==> src/hdl/rtni_pkg.sv <==
// Package for the ranked top-N insertion lists: sizes, payload structs,
// request codes and the reset name table. No dependencies.
`timescale 1ns / 1ps

package rtni_pkg;

   localparam int LIST_DEPTH = 8;
   localparam int LIST_COUNT = 3;
   localparam int SCORE_STEP = 1000;

   localparam int SCORE_W = 31;
   localparam int NAME_W  = 64;
   localparam int RANK_W  = 4;
   localparam int DEPTH_W = $clog2(LIST_DEPTH);
   localparam int LIST_W  = (LIST_COUNT > 1) ? $clog2(LIST_COUNT) : 1;

   // Rank reported when an insert does not enter the list, saturated to the field.
   localparam logic [RANK_W-1:0] NOT_PLACED_RANK =
      RANK_W'((LIST_DEPTH > 15) ? 15 : LIST_DEPTH);

   localparam logic REQ_INSERT = 1'b0;
   localparam logic REQ_READ   = 1'b1;

   typedef struct packed {
      logic               req_type;
      logic [1:0]         list_select;
      logic [SCORE_W-1:0] new_score;
      logic [NAME_W-1:0]  new_name;
      logic [2:0]         read_index;
   } req_item_type;

   typedef struct packed {
      logic               placed;
      logic [RANK_W-1:0]  rank;
      logic [SCORE_W-1:0] out_score;
      logic [NAME_W-1:0]  out_name;
   } rsp_item_type;

   typedef struct packed {
      logic [SCORE_W-1:0] score;
      logic [NAME_W-1:0]  name;
   } entry_type;

   // Entry travelling down the cell chain during an insert.
   typedef struct packed {
      logic      valid;
      logic      shift;
      entry_type entry;
   } carry_type;

   function automatic logic [NAME_W-1:0] default_name(input logic [2:0] list_num);
      logic [NAME_W-1:0] result;
      case (list_num)
         3'd0:    result = 64'h65676E696C6C6F68;
         3'd1:    result = 64'h73736F685F6E6573;
         3'd2:    result = 64'h000000686F676573;
         default: result = '0;
      endcase
      return result;
   endfunction

endpackage

==> src/hdl/rtni_cell.sv <==
// One rank position of every list, linked to its neighbors in the insert chain.
// Depends on rtni_pkg.
`timescale 1ns / 1ps

module rtni_cell (
   input  logic                                   clock,
   input  logic                                   reset,
   input  logic [rtni_pkg::SCORE_W-1:0]           init_score,
   input  logic [rtni_pkg::LIST_W-1:0]            sel_list,
   input  rtni_pkg::carry_type                    up_carry,
   output rtni_pkg::carry_type                    down_carry,
   output logic                                   hit,
   output rtni_pkg::entry_type                    rd_entry
);

   rtni_pkg::entry_type entry_ff [rtni_pkg::LIST_COUNT];
   rtni_pkg::carry_type carry_ff;
   rtni_pkg::carry_type carry_in;
   rtni_pkg::entry_type cur;
   logic                take;

   always_comb begin
      cur  = entry_ff[sel_list];
      // Only the first strictly lower entry is a hit; below it every cell shifts.
      hit  = up_carry.valid && !up_carry.shift && (cur.score < up_carry.entry.score);
      take = up_carry.valid && (up_carry.shift || hit);
      if (take) begin
         carry_in.valid = 1'b1;
         carry_in.shift = 1'b1;
         carry_in.entry = cur;
      end else begin
         carry_in = up_carry;
      end
   end

   always_ff @(posedge clock) begin
      if (reset) begin
         for (int l = 0; l < rtni_pkg::LIST_COUNT; l++) begin
            entry_ff[l].score <= init_score;
            entry_ff[l].name  <= rtni_pkg::default_name(3'(l));
         end
         carry_ff <= '0;
      end else begin
         if (take) begin
            entry_ff[sel_list] <= up_carry.entry;
         end
         carry_ff <= carry_in;
      end
   end

   assign down_carry = carry_ff;
   assign rd_entry   = cur;

endmodule

==> config.mk <==
export PLATFORM = sky130hd
export DESIGN_NAME = rtni_cell
export DESIGN_NICKNAME = d
export VERILOG_FILES = /design/src/hdl/rtni_pkg.sv /design/src/hdl/rtni_cell.sv
export SDC_FILE = /design/constraint.sdc
export NUM_CORES = 1
export LEC_CHECK = 0
export BUFFER_PORTS_ARGS = -buffer_cell sky130_fd_sc_hd__buf_2
export CORE_MARGIN = 1.5
export CORE_UTILIZATION = 55
export DETAILED_ROUTE_END_ITERATION = 10
export MAX_ROUTING_LAYER = met4
export PLACE_DENSITY = 0.84
export SKIP_LAST_GASP = 1
export SYNTH_ARGS = -nofsm -noshare
export SYNTH_HDL_FRONTEND = slang
export SYNTH_SLANG_ARGS = --single-unit
==> constraint.sdc <==
create_clock -name clock -period 9.95 [get_ports clock]
set_input_delay 0.4975 -clock clock [delete_from_list [all_inputs] [get_ports clock]]
set_output_delay 0.4975 -clock clock [all_outputs]
set_load 0.02 [all_outputs]
==> impl_results.md, run 1 <==
* Status: finished, final reports clean
* Global-route wire length before repair at between 80000 and 90000 um
* Initial detailed-routing violation count at ~1200
* Area of the core at ~38000 um^2
* # IOs at 325
* Final layout net count at approximately 1900
* Layout overhead on the synthesized area at 15.9%
* Synth Cell Area at ~21000 um^2
* Predominant post-synthesis flop cell: edfxtp_1
* CP arrival at 6.27 ns
* Final Cycle Share at ~61%
* Logic pwr share at ~12%
* Post-route setup TNS at 0 ns
* Clock sinks at between 400 and 500
* Slew @ Worst Pin at about 1.2 ns
* Combined global-route utilization of all metal layers at 29.7%
* Max-slew headroom at 17.7%
* Routed via count divided by cell count at just over 6
* Hold buffer count at cts at 0
* Worst Hold Path Cells at 3
* Maximum Capacitance Violations at 0
* Maximum buffer depth of the clock tree at 3
* Placed wire-length estimate at around 34000 um
* Total CTS buffers at 48
* Buffer type at the clock tree root: clkbuf_16
* Reported net switching power at between 1000 and 1500 uW
* Setup violations, final at 0
* Data required time of the critical path at a little over 10 ns
* Utilization after layout at between 60% and 70%
* Portion of synthesized cell area occupied by the leading cell type at 54.5%
* Post-placement cell area at ~23000 um^2
* X dimension of the die at around 200 um
* Fraction of layout instances using a drive strength above 1 at 34.1%
* Number of antenna violations at the first check in global routing at 8
* Rows at 71
* Number of search-and-repair iterations in the first detailed-routing pass at 5
* Largest net degree at the start of global routing at a little under 100
* VDD IR max at between 0.1 and 0.15 mV
* Critical path type: in -> reg
* Power density normalized to cell area at roughly 190 nW/um^2
* RSZ-0062 raised after global routing: no
* Antenna violation net count after detailed routing at 0
* Sum of routed wire length over all layers at 56100 um
* Sequential share of power at 49.9%
* Number of global-route vias before repair at 14107
* Setup fix buffers added after clock tree synthesis at 0
* Clk pwr share at 37.6%
* Worst hold path class: in -> reg
* Most area-consuming cells after synthesis: edfxtp_1 (55%), mux4_2 (10%), dfxtp_1 (9.3%), mux2_2 (3.5%), a21oi_1 (2.5%)
* Switching share of power at roughly a quarter
* Critical Path Source Type: input port
* Number of enable flip-flop cells after synthesis at between 300 and 400
* Vias at about 14000
* Mapped Cells at roughly 1500
* Drt drc at 0
* Biggest area consumer among synthesized cells: edfxtp_1
* CTS tree: built
* Highest net fanout along the worst path at around 60
* Post-synth cell types at 55
* Number of gates resized after cts at 0
* Sequential area share after synthesis at 63.8%
* Yosys warns at 0
* Cell depth of the worst flop-to-flop path at 9
* Post-layout power at between 4000 and 5000 uW
* Final design area excluding fillers at 24300 um^2
* Internal at around 3400 uW
* Die area at about 39000 um^2
* Endpoints failing hold at 0
* Worst-path clk slew at ~0.060 ns
* Avg Inst Size Synth at 14.2 um^2
* Max-slew violation count at 0
* Fmax at 165 MHz
* Post-synth net total at around 1600
* Fillers at between 2000 and 3000
* Latest clock arrival within the worst-skew pair at approximately 0.60 ns
* Static Leakage at 0.00901 uW
* Capturing element type of the critical path: flip-flop
* Setup skew after layout at approximately 0.031 ns
* Final weighted congestion in routability-driven placement at a little under 0.9
* Die Span Y at roughly 200 um
* IO Port Bufs at 324
* Register-to-register setup slack at 4.27 ns
* Final critical-path required period at 6.06 ns
* Remaining global-route overflow at 0
* Mean routed wirelength per cell at about 24 um
* H-tree depth at 2
* Flip-flop and latch count after synthesis at roughly 480
* Initial core utilization at 55.7%
* Async set-reset flop share out of synthesis at 0%
## metal layers
layer | routed length [um] | GRT usage (%)
met5 | 0 | -
met4 | 1730 | 10.9
met2 | 28100 | 48.9
met3 | 6040 | 6.88
met1 | 20300 | 36.1
## critical path: stages
cell      delay, ns
buf_6          0.66
mux4_2         0.64
ha_1           0.31
a211oi_1       0.23
o21ai_0        0.19
a22oi_1        0.72
and2_1         0.38
nand3_2        0.83
nor2_4         1.10
buf_4          0.61
## metrics by stage
step,hold WS [ns],std cells,setup WS (ns)
detailed placement,0.757,2198,3.28
CTS,0.158,2287,3.87
global route,0.176,2295,3.58
finish,0.182,2297,3.89
global placement,0.739,2198,3.38
floorplan,0.659,1469,2.94
## path summary, 6_finish.rpt
kind	start	endpoint
worst max-delay path	sel_list[0]	entry_ff[3][61]
worst min-delay path	up_carry[51]	down_carry[51]
worst max register to register	entry_ff[1][92]	entry_ff[3][61]
worst min register to register	entry_ff[3][54]	down_carry[54]
## cell usage in the layout (no fill, tap or decap), types with 2 or more instances in the layout
master / netlist / routed
mux4_2: 95 / 95
clkinv_2: 0 / 14
nor2b_1: 3 / 3
nand3_1: 98 / 97
a21o_1: 6 / 4
nand4_1: 3 / 3
nand3_2: 3 / 3
o21ai_1: 14 / 14
clkinvlp_4: 0 / 3
edfxtp_1: 380 / 380
buf_2: 26 / 321
a21oi_1: 103 / 103
or3_1: 44 / 44
mux2_2: 65 / 65
nor2_4: 2 / 5
ha_1: 30 / 30
inv_1: 32 / 32
clkbuf_1: 56 / 7
buf_4: 2 / 14
clkinv_1: 1 / 9
clkinv_4: 0 / 3
and2_1: 21 / 21
or2_1: 7 / 7
and3_1: 28 / 27
nor2_1: 104 / 101
a211oi_1: 2 / 2
nand2_2: 2 / 2
o21ai_0: 88 / 88
dfxtp_1: 97 / 97
and4_1: 3 / 3
nand2_1: 69 / 69
mux2_1: 19 / 19
mux2_4: 9 / 9
a21o_4: 0 / 2
diode_2: 0 / 10
clkbuf_16: 0 / 49
## cells in the mapped netlist (2+ instances only)
| cell | n |
|---|---|
| and3_1 | 28 |
| clkbuf_1 | 56 |
| nand3_2 | 3 |
| buf_1 | 14 |
| mux2_2 | 65 |
| a21oi_1 | 103 |
| mux4_2 | 95 |
| a21o_1 | 6 |
| edfxtp_1 | 380 |
| dfxtp_1 | 97 |
| inv_1 | 32 |
| nand2_1 | 69 |
| and4_1 | 3 |
| nand2_2 | 2 |
| mux2_1 | 19 |
| or3_1 | 44 |
| mux2_4 | 9 |
| nor2_1 | 104 |
| ha_1 | 30 |
| and2_1 | 21 |
| buf_6 | 19 |
| buf_2 | 26 |
| nand3_1 | 98 |
| nand4_1 | 3 |
| or2_1 | 7 |
| o21ai_0 | 88 |
| nor2_4 | 2 |
| a31o_2 | 2 |
| o21ai_1 | 14 |
| nor2b_1 | 3 |
| buf_4 | 2 |
| a211oi_1 | 2 |
## area by class of cell
class / count / area [um^2] / area share (%)
flip-flops and latches: 477 / 13400 / 55.0
multi-input cells: 841 / 6900 / 28.4
repair buffers: 336 / 1720 / 7.10
clock buffers: 57 / 1270 / 5.22
well taps: 511 / 639 / 2.64
clock inverters: 32 / 229 / 0.944
inverters: 33 / 124 / 0.511
diodes: 10 / 25.0 / 0.103
## power by group through the flow
stage | combinational (uW) | sequential (uW) | clock (uW)
detailed placement | 566 | 2330 | 0
floorplan | 323 | 2360 | 0
global route | 611 | 2290 | 1810
finish | 570 | 2290 | 1720
global placement | 554 | 2320 | 0
CTS | 570 | 2290 | 1740
## sequential cells by signal (all words and copies together) (netlist names)
register    flops
down_carry     97
entry_ff      380
## kinds of logic (layout without fill, tap and decap cells)
group / Yosys count / count (layout) / synth area share (%)
AND/OR/NAND/NOR: 397 / 397 / 9.57
multiplexers: 188 / 188 / 15.4
buffers and inverters: 151 / 458 / 3.66
AO/OA/AOI/OAI: 226 / 226 / 5.77
flip-flops: 477 / 477 / 63.8
adder cells (fa/ha/maj): 30 / 30 / 1.79
other: 0 / 10 / 0
No activity file was read; power rests on OpenSTA's default activity.
==> inputs of run 2 (changes only) <==
Settings changed: ABC_AREA set to 1, CORE_UTILIZATION 55 to 51, PLACE_DENSITY 0.84 to 0.82.
Clock period 9.95 ns to 5.05 ns, I/O delays scaled along.
==> impl_results.md, run 2 <==
* Status: finished, final reports clean
* Die Span Y at 203 um (+2.4%)
* Fraction of layout instances using a drive strength above 1 at 18.6% (-15 points)
* Critical Path Source Type: input port
* Layout overhead on the synthesized area at 23.7%
* Number of antenna violations at the first check in global routing at 2 (-6)
* Slowest stage delay, CP at 0.60 ns (-0.50 ns)
* Global-route wire length before repair at 90200 um (+8.0%)
* Routed via count divided by cell count at 5.80 (-5.3%)
* Combined global-route utilization of all metal layers at 29.1% (-0.63 points)
* Slew @ Worst Pin at 1.08 ns (-0.153 ns)
* IO Port Bufs at 324 (unchanged)
* Flip-flop count of the largest register after layout at 380 (unchanged)
* Total CTS buffers at 49 (+2.1%)
* Number of global-route vias before repair at 16722 (+19%)
* Static Leakage at 0.0102 uW (+13%)
* Number of search-and-repair iterations in the first detailed-routing pass at 6 (+1)
* Biggest area consumer among synthesized cells: edfxtp_1
* Rows at 73 (+2.8%)
* Data required time of the critical path at 5.40 ns (-4.76 ns)
* Portion of synthesized cell area occupied by the leading cell type at 56.0% (+1.5 points)
* Xor/xnor share of the synthesized area at 0% (unchanged)
* Post-synth net total at 2172 (+33%)
* Final layout net count at 2546 (+34%)
* Sequential share of power at 48.6% (-1.3 points)
* Most common cell in the synthesized netlist: nand2_1
* Mean routed wirelength per cell at 20.2 um (-18%)
* Final standard cell count with taps included and fillers excluded at 2952 (+29%)
* Predominant post-synthesis flop cell: edfxtp_1
* Highest net fanout along the worst path at 66 (+8.2%)
* Power density normalized to cell area at 372 nW/um^2 (+97%)
* Critical path type: in -> reg
* Post-synthesis compound-gate area fraction at 10.4% (+4.7 points)
* Internal at 6900 uW (+100%)
* Largest net degree at the start of global routing at 151 (+56%)
* Adder-Cell Fraction of Synth Area at 1.84% (+0.049 points)
* Worst hold path class: in -> reg
* Final critical-path required period at 4.28 ns
* Final design area excluding fillers at 25200 um^2 (+3.9%)
* Final weighted congestion in routability-driven placement at 0.856 (-2.1%)
* CP arrival at 4.63 ns (-1.64 ns)
* RSZ-0062 raised after global routing: no
* Most area-consuming cells after synthesis: edfxtp_1 (56%), dfxtp_1 (9.5%), nand2_1 (7.7%), nor2_1 (5.9%), o21ai_0 (4.7%)
* Latest clock arrival within the worst-skew pair at 0.62 ns (+0.02 ns)
* Main combinational cell family by area after synthesis: simple AND/OR/NAND/NOR gates
* Setup fix buffers added after clock tree synthesis at 0 (unchanged)
* Final Cycle Share at roughly 85%
* Initial core utilization at 51.5% (-4.2 points)
* Reported net switching power at 2460 uW (+110%)
* Avg Inst Size Synth at 10.1 um^2 (-29%)
* Buffer type at the clock tree root: clkbuf_16
* Placement Setup Slack at 0.510 ns (-2.77 ns)
* Crit-path cells: buf_4 -> inv_4 -> buf_4 -> o21ai_0 -> o22ai_1 -> ha_1 -> nand2_1 -> nor3_1 -> nand2_1 -> nand2_1 -> nand2_1 -> nand2_1 -> nand2_2 -> nand4_4 -> buf_4 -> nand2_1 -> nand2_1 -> dlygate4sd3_1
* Cell total after placement at 2751 (+25%)
* Maximum buffer depth of the clock tree at 3 (unchanged)
* Placed wire-length estimate at 34400 um (+2.6%)
* Post-route setup TNS at 0 ns (unchanged)
* Cell types with the highest counts after synthesis: nand2_1 (417), edfxtp_1 (380), nor2_1 (321)
* Clk pwr share at 38.4% (+0.8 points)
* Post-layout power at 9360 uW (+100%)
* Worst-path clk slew at 0.06 ns (about the same)
* Antenna violation net count after detailed routing at 0 (unchanged)
* Max-slew violation count at 0 (unchanged)
* Remaining global-route overflow at 0 (unchanged)
* CTS tree: built
* Switching share of power at 26.3% (+0.54 points)
* Fraction of the mapped netlist area in simple logic gates at 17.0% (+7.4 points)
* Post-synth cell types at 24 (-56%)
* Endpoints failing hold at 0 (unchanged)
* Number of gates resized after cts at 0 (unchanged)
* Setup skew after layout at 0.0404 ns (+0.00975 ns)
* Die area at 41100 um^2 (+4.9%)
* Sequential area share after synthesis at 65.6% (+1.8 points)
* Vias at 17115 (+22%)
* Logic pwr share at 13.0% (+0.6 points)
* Setup violations, final at 0 (unchanged)
* Area of the core at 39500 um^2 (+5.2%)
* H-tree depth at 2 (unchanged)
* Clock sinks at 477 (unchanged)
* Post-route setup slack at 0.772 ns (-3.12 ns)
* Sum of routed wire length over all layers at 59500 um (+6.0%)
* Drt drc at 0 (unchanged)
* Register with the most flip-flops: entry_ff
* Post-placement cell area at 22500 um^2 (-0.97%)
* VDD IR max at 0.276 mV (+110%)
* Mapped Cells at 2010 (+37%)
* Maximum Capacitance Violations at 0 (unchanged)
* Number of enable flip-flop cells after synthesis at 380 (unchanged)
* X dimension of the die at 203 um (+2.4%)
* Yosys warns at 0 (unchanged)
* Fmax at 234 MHz
* Initial detailed-routing violation count at 1922 (+60%)
* Synth Cell Area at 20400 um^2 (-2.7%)
* Multiplexer fraction of the synthesized cell area at 0% (-15 points)
* Worst path slowest cell: inv_4
* Most common cell on crit path: nand2_1
* # IOs at 325 (unchanged)
* Most common cell after layout, fill and taps aside: nand2_1
* Capturing element type of the critical path: flip-flop
* Max-slew headroom at 27.8% (+10 points)
* Async set-reset flop share out of synthesis at 0% (unchanged)
* Flip-flop and latch count after synthesis at 477 (unchanged)
* Commonest cells after routing, fill and taps aside: nand2_1 (412), edfxtp_1 (380), buf_2 (322)
==> run 2: cell types whose count changed in the layout (fill, tap and decap cells not counted), moves of 44 or more <==
cell           change
nand3_1           -92
o22ai_1           +93
a21oi_1           -90
o21ai_0          +102
or3_1             -44
nand2_1          +343
nand4_1           +93
mux4_2            -95
mux2_2            -65
inv_1             +75
nor2_1           +220
dlygate4sd3_1    +107
o21ai_1           +84
==> run 2: cells by family after synthesis <==
group | Yosys count
flip-flops | 477
buffers and inverters | 257
AND/OR/NAND/NOR | 847
AO/OA/AOI/OAI | 399
adder cells (fa/ha/maj) | 30
==> run 2: cell type report <==
cell class                      instances  area [um^2]
Clock buffer                           71         1400
Multi-Input combinational cell       1276         6040
Timing Repair Buffer                  469         3110
Clock inverter                         20          198
Tap cell                              525          657
Fill cell                            2937        14400
Antenna cell                            3         7.51
Sequential cell                       477        13400
Inverter                              111          427
==> run 2: metrics by stage <==
step,hold slack (ns),util [%]
floorplan,0.322,-
global placement,0.467,56.9
detailed placement,0.468,56.9
CTS,0.000430,63.7
global route,0.0231,63.7
finish,0.0291,63.7
==> run 2: final timing paths <==
| path | startpoint | end | slack [ns] | cells past startpoint |
|---|---|---|---|---|
| worst min-delay path | up_carry[66] | down_carry[66] | 0.03 | 3 |
| worst max register to register | entry_ff[1][93] | entry_ff[0][85] | 1.16 | 15 |
| worst max-delay path | sel_list[1] | entry_ff[1][93] | 0.77 | 18 |
| worst min register to register | entry_ff[0][56] | down_carry[56] | 0.68 | 4 |
==> run 2: repair_timing <==
action,CTS,global route
endpoints found under the setup margin,0,0
hold endpoints to repair,282,0
hold buffers,107,0
==> run 2: critical path, delay by kind of cell <==
family | cells | cell delay, ns
adder cells (fa/ha/maj) | 1 | 0.32
buffers and inverters | 5 | 2.20
AND/OR/NAND/NOR | 10 | 1.28
AO/OA/AOI/OAI | 2 | 0.52
==> run 2: power by group through the flow <==
| stage | sequential (uW) | clock (uW) | combinational (uW) |
|---|---|---|---|
| 3_3_place_gp | 4620 | 0 | 1100 |
| 4_1_cts | 4550 | 3620 | 1200 |
| 6_report | 4550 | 3600 | 1220 |
| 2_1_floorplan | 4700 | 0 | 597 |
| 5_1_grt | 4560 | 3770 | 1300 |
| 3_5_place_dp | 4630 | 0 | 1120 |
==> run 2: metal layers <==
| layer | up-vias | routed length [um] | track usage (%) |
|---|---|---|---|
| met3 | 168 | 7130 | 7.01 |
| met4 | 0 | 1840 | 11.0 |
| li1 | 7721 | - | - |
| met2 | 1170 | 28800 | 46.9 |
| met1 | 8056 | 21800 | 35.6 |
| met5 | - | 0 | - |
